`config.mk`:
```
export PLATFORM = sky130hd
export DESIGN_NAME = mcp_dual_gain_charge_division
export DESIGN_NICKNAME = d
export VERILOG_FILES = /design/src/mdg_pkg.sv /design/src/mcp_dual_gain_charge_division.sv /design/src/mdg_anode_lane.sv /design/src/mdg_divider.sv
export SDC_FILE = /design/constraint.sdc
export NUM_CORES = 2
export LEC_CHECK = 0
export ABC_AREA = 1
export BUFFER_PORTS_ARGS = -buffer_cell sky130_fd_sc_hd__buf_2
export CORE_MARGIN = 8
export CORE_UTILIZATION = 50
export CTS_BUF_LIST = sky130_fd_sc_hd__clkbuf_16
export DETAILED_ROUTE_END_ITERATION = 16
export GPL_TIMING_DRIVEN = 0
export PLACE_DENSITY = 0.72
export SYNTH_ARGS = -nofsm -noshare
export SYNTH_HDL_FRONTEND = slang
export SYNTH_SLANG_ARGS = --single-unit
```
`constraint.sdc`:
```
create_clock -name clk -period 6 [get_ports clk]
set_clock_uncertainty 0.15 [all_clocks]
set_input_delay 0.6 -clock clk [delete_from_list [all_inputs] [get_ports clk]]
set_output_delay 0.6 -clock clk [all_outputs]
set_load 0.03 [all_outputs]
```
`src/mdg_pkg.sv`:
```
// Shared types, constants and register map for the dual-gain MCP charge-division block.
// No dependencies; used by every module under src.
package mdg_pkg;

  localparam int ADC_BITS_DEF  = 12;
  localparam int SAT_LEVEL_DEF = 3840;
  localparam int FRAC_BITS_DEF = 15;

  localparam int PED_W      = 12;
  localparam int Q_W        = 12;
  localparam int SUM_W      = 14;
  localparam int OUT_W      = 16;
  localparam int POS_LIMIT  = 32767;
  localparam int NUM_ANODES = 4;
  localparam int NUM_REGS   = 8;
  localparam int REG_IDX_W  = 3;
  localparam int PADDR_W    = 5;
  localparam int PDATA_W    = 32;

  localparam int ANODE_TL = 0;
  localparam int ANODE_TR = 1;
  localparam int ANODE_BR = 2;
  localparam int ANODE_BL = 3;

  typedef enum logic [REG_IDX_W-1:0] {
    REG_PED_HI_TL = 3'd0,
    REG_PED_HI_TR = 3'd1,
    REG_PED_HI_BR = 3'd2,
    REG_PED_HI_BL = 3'd3,
    REG_PED_LO_TL = 3'd4,
    REG_PED_LO_TR = 3'd5,
    REG_PED_LO_BR = 3'd6,
    REG_PED_LO_BL = 3'd7
  } reg_idx_t;

  function automatic logic [PED_W-1:0] ped_reset_val(input reg_idx_t idx);
    logic [PED_W-1:0] v;
    unique case (idx)
      REG_PED_HI_TL: v = 12'd120;
      REG_PED_HI_TR: v = 12'd180;
      REG_PED_HI_BR: v = 12'd300;
      REG_PED_HI_BL: v = 12'd160;
      REG_PED_LO_TL: v = 12'd20;
      REG_PED_LO_TR: v = 12'd20;
      REG_PED_LO_BR: v = 12'd20;
      REG_PED_LO_BL: v = 12'd29;
      default:       v = '0;
    endcase
    return v;
  endfunction

  typedef struct packed {
    logic           hi_good;
    logic           comb_good;
    logic [Q_W-1:0] qh;
    logic [Q_W-1:0] qc;
  } lane_t;

endpackage

```
`src/mcp_dual_gain_charge_division.sv`:
```
// Top level: pedestal registers, four anode lanes, merge stage and four divider pipes.
// Depends on mdg_pkg, mdg_anode_lane and mdg_divider.
// out_strobe comes from a strobe shift register matched to the data path: lane register,
// merge register, divider stages and output register; the result is valid while out_strobe is high.
// Throughput: one request per cycle; busy stays low, fully pipelined divide (one bit/stage).
// Reset (rst_n low, synchronous): pipeline strobes cleared, pedestals to defaults.
module mcp_dual_gain_charge_division #(
  parameter int ADC_BITS         = mdg_pkg::ADC_BITS_DEF,
  parameter int SATURATION_LEVEL = mdg_pkg::SAT_LEVEL_DEF,
  parameter int FRACTION_BITS    = mdg_pkg::FRAC_BITS_DEF
) (
  input  logic                          clk,
  input  logic                          rst_n,
  input  logic                          start,
  output logic                          busy,
  input  logic [ADC_BITS-1:0]           in_hi_tl,
  input  logic [ADC_BITS-1:0]           in_hi_tr,
  input  logic [ADC_BITS-1:0]           in_hi_br,
  input  logic [ADC_BITS-1:0]           in_hi_bl,
  input  logic [ADC_BITS-1:0]           in_lo_tl,
  input  logic [ADC_BITS-1:0]           in_lo_tr,
  input  logic [ADC_BITS-1:0]           in_lo_br,
  input  logic [ADC_BITS-1:0]           in_lo_bl,
  output logic                          out_strobe,
  output logic                          out_hi_valid,
  output logic signed [mdg_pkg::OUT_W-1:0] out_hi_x,
  output logic signed [mdg_pkg::OUT_W-1:0] out_hi_y,
  output logic                          out_comb_valid,
  output logic signed [mdg_pkg::OUT_W-1:0] out_comb_x,
  output logic signed [mdg_pkg::OUT_W-1:0] out_comb_y,
  input  logic                          psel,
  input  logic                          penable,
  input  logic                          pwrite,
  input  logic [mdg_pkg::PADDR_W-1:0]   paddr,
  input  logic [mdg_pkg::PDATA_W-1:0]   pwdata,
  output logic [mdg_pkg::PDATA_W-1:0]   prdata,
  output logic                          pready
);

  localparam int NA  = mdg_pkg::NUM_ANODES;
  localparam int SW  = mdg_pkg::SUM_W;
  localparam int QW  = mdg_pkg::Q_W;
  localparam int PW  = mdg_pkg::PED_W;
  localparam int OW  = mdg_pkg::OUT_W;
  localparam int VLD = FRACTION_BITS + 3;

  // ---------------- configuration ----------------
  logic [PW-1:0]                   ped_r [mdg_pkg::NUM_REGS];
  logic                            cfg_wr;
  logic [mdg_pkg::REG_IDX_W-1:0]   cfg_idx;

  assign pready  = 1'b1;
  assign cfg_wr  = psel && penable && pwrite;
  assign cfg_idx = paddr[mdg_pkg::REG_IDX_W+1:2];
  assign prdata  = mdg_pkg::PDATA_W'(ped_r[cfg_idx]);

  always_ff @(posedge clk) begin
    if (!rst_n) begin
      for (int i = 0; i < mdg_pkg::NUM_REGS; i++) begin
        ped_r[i] <= mdg_pkg::ped_reset_val(mdg_pkg::reg_idx_t'(i));
      end
    end else if (cfg_wr) begin
      ped_r[cfg_idx] <= pwdata[PW-1:0];
    end
  end

  // ---------------- request and strobe pipeline ----------------
  logic           accept;
  logic [VLD-1:0] vld_r;
  logic           out_strobe_r;

  assign busy   = 1'b0;
  assign accept = start && !busy;

  always_ff @(posedge clk) begin
    if (!rst_n) begin
      vld_r        <= '0;
      out_strobe_r <= 1'b0;
    end else begin
      vld_r        <= {vld_r[VLD-2:0], accept};
      out_strobe_r <= vld_r[VLD-1];
    end
  end

  // ---------------- anode lanes ----------------
  logic [ADC_BITS-1:0] hi_in [NA];
  logic [ADC_BITS-1:0] lo_in [NA];
  mdg_pkg::lane_t      lane_c [NA];
  mdg_pkg::lane_t      lane_r [NA];

  always_comb begin
    hi_in[mdg_pkg::ANODE_TL] = in_hi_tl;
    hi_in[mdg_pkg::ANODE_TR] = in_hi_tr;
    hi_in[mdg_pkg::ANODE_BR] = in_hi_br;
    hi_in[mdg_pkg::ANODE_BL] = in_hi_bl;
    lo_in[mdg_pkg::ANODE_TL] = in_lo_tl;
    lo_in[mdg_pkg::ANODE_TR] = in_lo_tr;
    lo_in[mdg_pkg::ANODE_BR] = in_lo_br;
    lo_in[mdg_pkg::ANODE_BL] = in_lo_bl;
  end

  for (genvar a = 0; a < NA; a++) begin : g_lane
    mdg_anode_lane #(
      .ADC_BITS         (ADC_BITS),
      .SATURATION_LEVEL (SATURATION_LEVEL)
    ) u_lane (
      .hi     (hi_in[a]),
      .lo     (lo_in[a]),
      .ped_hi (ped_r[a]),
      .ped_lo (ped_r[a + NA]),
      .lane   (lane_c[a])
    );

    always_ff @(posedge clk) begin
      lane_r[a] <= lane_c[a];
    end
  end

  // ---------------- merge stage ----------------
  logic [QW-1:0]        qh [NA];
  logic [QW-1:0]        qc [NA];
  logic signed [SW:0]   hx_num, hy_num, cx_num, cy_num;
  logic [SW-1:0]        hi_sum, comb_sum;
  logic                 hi_ok, comb_ok;

  logic [SW-1:0]        hi_sum_r, comb_sum_r;
  logic [SW-1:0]        hx_mag_r, hy_mag_r, cx_mag_r, cy_mag_r;
  logic                 hx_neg_r, hy_neg_r, cx_neg_r, cy_neg_r;
  logic                 hi_ok_r, comb_ok_r;

  function automatic logic [SW-1:0] mag_of(input logic signed [SW:0] v);
    logic signed [SW:0] m;
    m = v[SW] ? -v : v;
    return m[SW-1:0];
  endfunction

  always_comb begin
    hi_ok   = 1'b1;
    comb_ok = 1'b1;
    for (int a = 0; a < NA; a++) begin
      qh[a]   = lane_r[a].qh;
      qc[a]   = lane_r[a].qc;
      hi_ok   = hi_ok && lane_r[a].hi_good;
      comb_ok = comb_ok && lane_r[a].comb_good;
    end
    hi_sum = SW'(qh[mdg_pkg::ANODE_TL]) + SW'(qh[mdg_pkg::ANODE_TR])
           + SW'(qh[mdg_pkg::ANODE_BR]) + SW'(qh[mdg_pkg::ANODE_BL]);
    comb_sum = SW'(qc[mdg_pkg::ANODE_TL]) + SW'(qc[mdg_pkg::ANODE_TR])
             + SW'(qc[mdg_pkg::ANODE_BR]) + SW'(qc[mdg_pkg::ANODE_BL]);
    hx_num = $signed((SW+1)'(qh[mdg_pkg::ANODE_TR])) + $signed((SW+1)'(qh[mdg_pkg::ANODE_BR]))
           - $signed((SW+1)'(qh[mdg_pkg::ANODE_TL])) - $signed((SW+1)'(qh[mdg_pkg::ANODE_BL]));
    hy_num = $signed((SW+1)'(qh[mdg_pkg::ANODE_TL])) + $signed((SW+1)'(qh[mdg_pkg::ANODE_TR]))
           - $signed((SW+1)'(qh[mdg_pkg::ANODE_BR])) - $signed((SW+1)'(qh[mdg_pkg::ANODE_BL]));
    cx_num = $signed((SW+1)'(qc[mdg_pkg::ANODE_TR])) + $signed((SW+1)'(qc[mdg_pkg::ANODE_BR]))
           - $signed((SW+1)'(qc[mdg_pkg::ANODE_TL])) - $signed((SW+1)'(qc[mdg_pkg::ANODE_BL]));
    cy_num = $signed((SW+1)'(qc[mdg_pkg::ANODE_TL])) + $signed((SW+1)'(qc[mdg_pkg::ANODE_TR]))
           - $signed((SW+1)'(qc[mdg_pkg::ANODE_BR])) - $signed((SW+1)'(qc[mdg_pkg::ANODE_BL]));
  end

  always_ff @(posedge clk) begin
    hi_sum_r   <= hi_sum;
    comb_sum_r <= comb_sum;
    hx_mag_r   <= mag_of(hx_num);
    hy_mag_r   <= mag_of(hy_num);
    cx_mag_r   <= mag_of(cx_num);
    cy_mag_r   <= mag_of(cy_num);
    hx_neg_r   <= hx_num[SW];
    hy_neg_r   <= hy_num[SW];
    cx_neg_r   <= cx_num[SW];
    cy_neg_r   <= cy_num[SW];
    hi_ok_r    <= hi_ok;
    comb_ok_r  <= comb_ok;
  end

  // ---------------- dividers ----------------
  logic [FRACTION_BITS:0] hx_q, hy_q, cx_q, cy_q;
  logic                   hx_neg, hy_neg, cx_neg, cy_neg;
  logic                   hx_ok, hy_ok, cx_ok, cy_ok;

  mdg_divider #(.FRACTION_BITS(FRACTION_BITS)) u_div_hx (
    .clk(clk), .mag_i(hx_mag_r), .den_i(hi_sum_r), .neg_i(hx_neg_r), .ok_i(hi_ok_r),
    .quo_o(hx_q), .neg_o(hx_neg), .ok_o(hx_ok)
  );
  mdg_divider #(.FRACTION_BITS(FRACTION_BITS)) u_div_hy (
    .clk(clk), .mag_i(hy_mag_r), .den_i(hi_sum_r), .neg_i(hy_neg_r), .ok_i(hi_ok_r),
    .quo_o(hy_q), .neg_o(hy_neg), .ok_o(hy_ok)
  );
  mdg_divider #(.FRACTION_BITS(FRACTION_BITS)) u_div_cx (
    .clk(clk), .mag_i(cx_mag_r), .den_i(comb_sum_r), .neg_i(cx_neg_r), .ok_i(comb_ok_r),
    .quo_o(cx_q), .neg_o(cx_neg), .ok_o(cx_ok)
  );
  mdg_divider #(.FRACTION_BITS(FRACTION_BITS)) u_div_cy (
    .clk(clk), .mag_i(cy_mag_r), .den_i(comb_sum_r), .neg_i(cy_neg_r), .ok_i(comb_ok_r),
    .quo_o(cy_q), .neg_o(cy_neg), .ok_o(cy_ok)
  );

  // ---------------- output stage ----------------
  function automatic logic [OW-1:0] fmt_pos(input logic [FRACTION_BITS:0] q,
                                            input logic neg, input logic ok);
    logic [OW-2:0] m;
    logic [OW-1:0] v;
    m = (33'(q) > 33'(mdg_pkg::POS_LIMIT)) ? (OW-1)'(mdg_pkg::POS_LIMIT) : (OW-1)'(q);
    v = {1'b0, m};
    if (!ok) begin
      v = '0;
    end else if (neg) begin
      v = ~v + 1'b1;
    end
    return v;
  endfunction

  logic          out_hi_valid_r, out_comb_valid_r;
  logic [OW-1:0] out_hi_x_r, out_hi_y_r, out_comb_x_r, out_comb_y_r;

  always_ff @(posedge clk) begin
    out_hi_valid_r   <= hx_ok;
    out_comb_valid_r <= cx_ok;
    out_hi_x_r       <= fmt_pos(hx_q, hx_neg, hx_ok);
    out_hi_y_r       <= fmt_pos(hy_q, hy_neg, hy_ok);
    out_comb_x_r     <= fmt_pos(cx_q, cx_neg, cx_ok);
    out_comb_y_r     <= fmt_pos(cy_q, cy_neg, cy_ok);
  end

  assign out_strobe     = out_strobe_r;
  assign out_hi_valid   = out_hi_valid_r;
  assign out_comb_valid = out_comb_valid_r;
  assign out_hi_x       = $signed(out_hi_x_r);
  assign out_hi_y       = $signed(out_hi_y_r);
  assign out_comb_x     = $signed(out_comb_x_r);
  assign out_comb_y     = $signed(out_comb_y_r);

endmodule

```
`src/mdg_anode_lane.sv`:
```
// One anode lane: pedestal subtraction and good-reading qualification for both paths.
// Depends on mdg_pkg.
module mdg_anode_lane #(
  parameter int ADC_BITS         = mdg_pkg::ADC_BITS_DEF,
  parameter int SATURATION_LEVEL = mdg_pkg::SAT_LEVEL_DEF
) (
  input  logic [ADC_BITS-1:0]      hi,
  input  logic [ADC_BITS-1:0]      lo,
  input  logic [mdg_pkg::PED_W-1:0] ped_hi,
  input  logic [mdg_pkg::PED_W-1:0] ped_lo,
  output mdg_pkg::lane_t           lane
);

  localparam int CW = (ADC_BITS > mdg_pkg::PED_W) ? ADC_BITS : mdg_pkg::PED_W;

  logic [CW-1:0]             hi_x, lo_x, ph_x, pl_x, sat_x;
  logic                      hi_good, hi_sat, lo_ok, lo_counts;
  logic [mdg_pkg::Q_W-1:0]   qh, ql;
  logic signed [mdg_pkg::PED_W+1:0] thr, ql_s;

  always_comb begin
    hi_x  = CW'(hi);
    lo_x  = CW'(lo);
    ph_x  = CW'(ped_hi);
    pl_x  = CW'(ped_lo);
    sat_x = CW'(SATURATION_LEVEL);

    hi_good = (hi_x > ph_x) && (hi_x < sat_x);
    hi_sat  = (hi_x >= sat_x);
    lo_ok   = (lo_x > pl_x) && (lo_x < sat_x);

    qh = mdg_pkg::Q_W'(hi_x - ph_x);
    ql = mdg_pkg::Q_W'(lo_x - pl_x);

    // low-gain value must exceed saturation minus high pedestal (signed)
    thr  = $signed({2'b00, mdg_pkg::PED_W'(SATURATION_LEVEL)}) - $signed({2'b00, ped_hi});
    ql_s = $signed({2'b00, ql});
    lo_counts = ql_s > thr;

    lane.hi_good   = hi_good;
    lane.comb_good = hi_good || (hi_sat && lo_ok && lo_counts);
    lane.qh        = qh;
    lane.qc        = hi_good ? qh : ql;
  end

endmodule

```
`src/mdg_divider.sv`:
```
// Pipelined restoring divider, one quotient bit per stage, magnitude << FRAC_BITS / sum.
// Depends on mdg_pkg.
module mdg_divider #(
  parameter int FRACTION_BITS = mdg_pkg::FRAC_BITS_DEF
) (
  input  logic                       clk,
  input  logic [mdg_pkg::SUM_W-1:0]  mag_i,
  input  logic [mdg_pkg::SUM_W-1:0]  den_i,
  input  logic                       neg_i,
  input  logic                       ok_i,
  output logic [FRACTION_BITS:0]     quo_o,
  output logic                       neg_o,
  output logic                       ok_o
);

  localparam int ST = FRACTION_BITS + 1;
  localparam int SW = mdg_pkg::SUM_W;

  logic [SW-1:0] rem_r [ST];
  logic [SW-1:0] den_r [ST];
  logic [ST-1:0] quo_r [ST];
  logic [ST-1:0] neg_r;
  logic [ST-1:0] ok_r;

  for (genvar s = 0; s < ST; s++) begin : g_stage
    logic [SW:0]   trial, diff;
    logic          take;
    logic [SW-1:0] den_in;
    logic [ST-1:0] quo_in;
    logic          neg_in, ok_in;

    if (s == 0) begin : g_first
      assign trial  = {1'b0, mag_i};
      assign den_in = den_i;
      assign quo_in = '0;
      assign neg_in = neg_i;
      assign ok_in  = ok_i;
    end else begin : g_next
      assign trial  = {rem_r[s-1], 1'b0};
      assign den_in = den_r[s-1];
      assign quo_in = quo_r[s-1];
      assign neg_in = neg_r[s-1];
      assign ok_in  = ok_r[s-1];
    end

    assign take = trial >= {1'b0, den_in};
    assign diff = trial - {1'b0, den_in};

    always_ff @(posedge clk) begin
      rem_r[s] <= take ? diff[SW-1:0] : trial[SW-1:0];
      den_r[s] <= den_in;
      quo_r[s] <= {quo_in[ST-2:0], take};
      neg_r[s] <= neg_in;
      ok_r[s]  <= ok_in;
    end
  end

  assign quo_o = quo_r[ST-1];
  assign neg_o = neg_r[ST-1];
  assign ok_o  = ok_r[ST-1];

endmodule

```
==> summary.md <==
| Metric | Value |
|---|---|
| Clk root buf | clkbuf_16 |
| CP max-delay cell | fa_1 |
| DR pass1 iterations | 8 |
| GR Overflow Total | 0 |
| # Post-CTS Setup Buffers | 0 |
| Synth top area cells | dfxtp_1, ha_1, nand2_1 |
| Delay-heaviest family, CP | adder cells |
| Rows | 176 |
| Crit path time final | 4.64 ns |
| Post-synth top area cell | dfxtp_1 |
| Final hold violation count | 0 |
| Post-synth top cells | nand2_1, dfxtp_1, inv_1, a21oi_1, nor2_1 |
| Clk_lat worst skew | 0.87 ns |
| Detailed router's first-iteration violation count | 6272 |
| Final GP Congestion | 0.953 |
| CTS max path bufs | 3 |
| CP bufs+invs | 3 |
| Fin crit share | 77.4% |
| Fmax | 215 MHz |
| CP Max Fanout | 10 |
| Area delta synth->final | 11.2% |
| Post-Layout Cell Count | 17400 |
| Status | finished, final reports clean |
| CP Cell Sequence | inv_1, fa_1, inv_1, ha_1, a21o_1, nand3b_1, a21oi_1, o21ai_0, xor2_1, ha_1, a21o_1, a21oi_1, nand3_1, nand3b_2, nand2_2, buf_4, nand2_1, nand3_1, nand2_1 |
| CTS tree | done |
| Setup violations, final | 0 |
| Count leader, synth | nand2_1 |
| Post-synth ARST share | 0% |
| Prevailing post-synth register cell | dfxtp_1 |
| Die Wd | 497 um |
| Antenna Nets Post-Route | 0 |
| Core box area | 230000 um^2 |
| Measured slew at the worst slew-check pin | 0.796 ns |
| Routed vias/inst | 5.22 |
| WS Path Type | flop to flop |
| WHS | 0.0700 ns |
| Critical Path AT | 5.19 ns |
| Worst-path clk slew | 0.06 ns |
| RSZ-0062 raised after global routing | no |
| Synth Register Bits | 2275 |
| Synth warn | 0 |
| CTS Buf Count | 226 |
| CP Capture Type | flop |
| Largest net degree at the start of global routing | 19 |
| Crit path launch type | flop |
| Final Slew Violations | 0 |
| DP Wirelength | 243 mm |
| Hold WC Path Type | primary input to flop |
| Vias | 91000 |
| Setup TNS Final | 0 ns |
| DIE HEIGHT | 497 um |
| Post-synth cell types | 63 |
| Initial cell density of the core | 50.3% |
| Post-synth EDFFs | 96 |
| First-pass GRT wire length | 467 mm |
| Fill cells | 21000 |
| Max transition margin | 46.4% |
| Max cap viols | 0 |
| # DRC | 0 |
| Top-level I/O count | 240 |
| Avg Cell Area, Syn | 8.41 um^2 |
| Share of layout cells above drive strength 1 | 6.61% |
| Die area | 247000 um^2 |
| Post-Syn Area | 116000 um^2 |
| Initial antenna violation count | 9 |
| Nets@finish | 15700 |
| CP max stage delay | 0.55 ns |
| Core Util, Final | 55.9% |
| Vias in the first global route | 87600 |
| Gate count of the mapped netlist | 13800 |
| Clock tree sinks | 2275 |
| WL/cell | 17.1 um |
| H-tree depth | 4 |
| Top cell type's share of synthesized area | 37.7% |
| PortBufs | 194 |
| GRT Util Overall | 23.1% |
| Cells after DPL | 17000 |
| Sequential area share after synthesis | 40.2% |
| Routed wire length | 298 mm |
| Critical Path RT | 6.54 ns |
through the flow:
| step | area, um^2 | setup slack (ns) |
|---|---|---|
| after floorplan | 116000 | 2.08 |
| after global placement | 121000 | 1.44 |
| after detailed placement | 121000 | 1.43 |
| after CTS | 129000 | 1.38 |
| after global routing | 129000 | 1.04 |
| final | 129000 | 1.36 |
layout by cell type, fill, tap and decap left out, drive strengths merged, types with 5 or more instances in the layout:
cell type,instances
nand3,407
o21ai,484
a21boi,5
ha,1174
bufinv,41
nand2,2310
xnor2,567
clkinvlp,16
a21o,154
and3,6
o31ai,7
a22oi,5
nor3,142
fa,168
nand3b,42
o2111ai,81
a221oi,22
dfxtp,2179
o22ai,18
nor4b,8
xor2,360
nor2,1494
nor3b,6
a211oi,105
clkinv,100
o21a,12
edfxtp,96
buf,363
conb,22
clkbuf,241
nand4,242
a31oi,30
nor4,8
inv,1770
or2,15
o211ai,44
o21bai,14
a21oi,1619
worst register-to-register path, delay by kind of cell (launching register included):
kind                       cells  cell delay, ns
adders and majority gates      3            1.34
and+or+nand+nor                7            1.07
AOI/OAI and AO/OA              5            1.02
DFF                            1            0.41
buffers and inverters          3            0.34
xor gates and xnor gates       1            0.18
layer usage:
| metal | vias up | wire length [um] | track usage (%) |
|---|---|---|---|
| li1 | 46400 | - | - |
| met4 | 2 | 12700 | 8.88 |
| met2 | 2552 | 137000 | 39.0 |
| met3 | 621 | 15800 | 2.96 |
| met5 | - | 13 | 0 |
| met1 | 41500 | 133000 | 30.3 |
state kept, by name, summed over array words and instances (netlist names), 15 cells and up:
register / flops
lane_r: 104
out_comb_x: 16
out_comb_y: 16
out_hi_x: 16
out_hi_y: 16
ped_r: 96
u_div_cx.den_r: 154
u_div_cx.g_stage.neg_in: 15
u_div_cx.quo_r: 136
u_div_cx.rem_r: 210
u_div_cy.den_r: 56
u_div_cy.g_stage.neg_in: 15
u_div_cy.g_stage.ok_in: 15
u_div_cy.quo_r: 136
u_div_cy.rem_r: 210
u_div_hx.den_r: 210
u_div_hx.g_stage.neg_in: 15
u_div_hx.quo_r: 136
u_div_hx.rem_r: 210
u_div_hy.g_stage.neg_in: 15
u_div_hy.g_stage.ok_in: 15
u_div_hy.quo_r: 136
u_div_hy.rem_r: 210
vld_r: 18
layout make-up:
cell class	count	area, um^2	area share [%]
flip-flops and latches	2275	46500	36.2
multi-input cells	9584	61100	47.5
clock buffers	228	5710	4.44
plain buffers	182	1670	1.29
clock inverters	194	2350	1.83
diodes	3	7.51	0.00584
repair buffers	196	991	0.770
inverters	1733	6510	5.06
well taps	3026	3790	2.94
logic make-up after synthesis:
family / share of synthesized area [%]
DFF: 40.2
xor gates and xnor gates: 7.03
buffers and inverters: 7.07
AOI/OAI and AO/OA: 12.8
adders and majority gates: 15.6
other: 0.00649
and+or+nand+nor: 17.3
worst paths after layout:
kind / start / to / slack, ns / depth (start not counted)
worst min register to register: u_div_hx.den_r[2][7]$_DFF_P_ / u_div_hx.den_r[3][7]$_DFF_P_ / 0.14 / 0
worst min-delay path: in_hi_bl[0] / lane_r[3][12]$_DFF_P_ / 0.07 / 4
worst max register to register: lane_r[2][16]$_DFF_P_ / hy_mag_r[10]$_DFF_P_ / 1.36 / 19
worst max-delay path: lane_r[2][16]$_DFF_P_ / hy_mag_r[10]$_DFF_P_ / 1.36 / 19
what timing repair did:
| action | 4_1_cts | 5_1_grt |
|---|---|---|
| resized for setup | 0 | 0 |
| hold endpoints to repair | 2 | 0 |
| hold buffers | 2 | 0 |
Power is left out: the tool's default activity adds up to more than one toggle a clock period on the data nets, which glitch-free logic cannot reach.
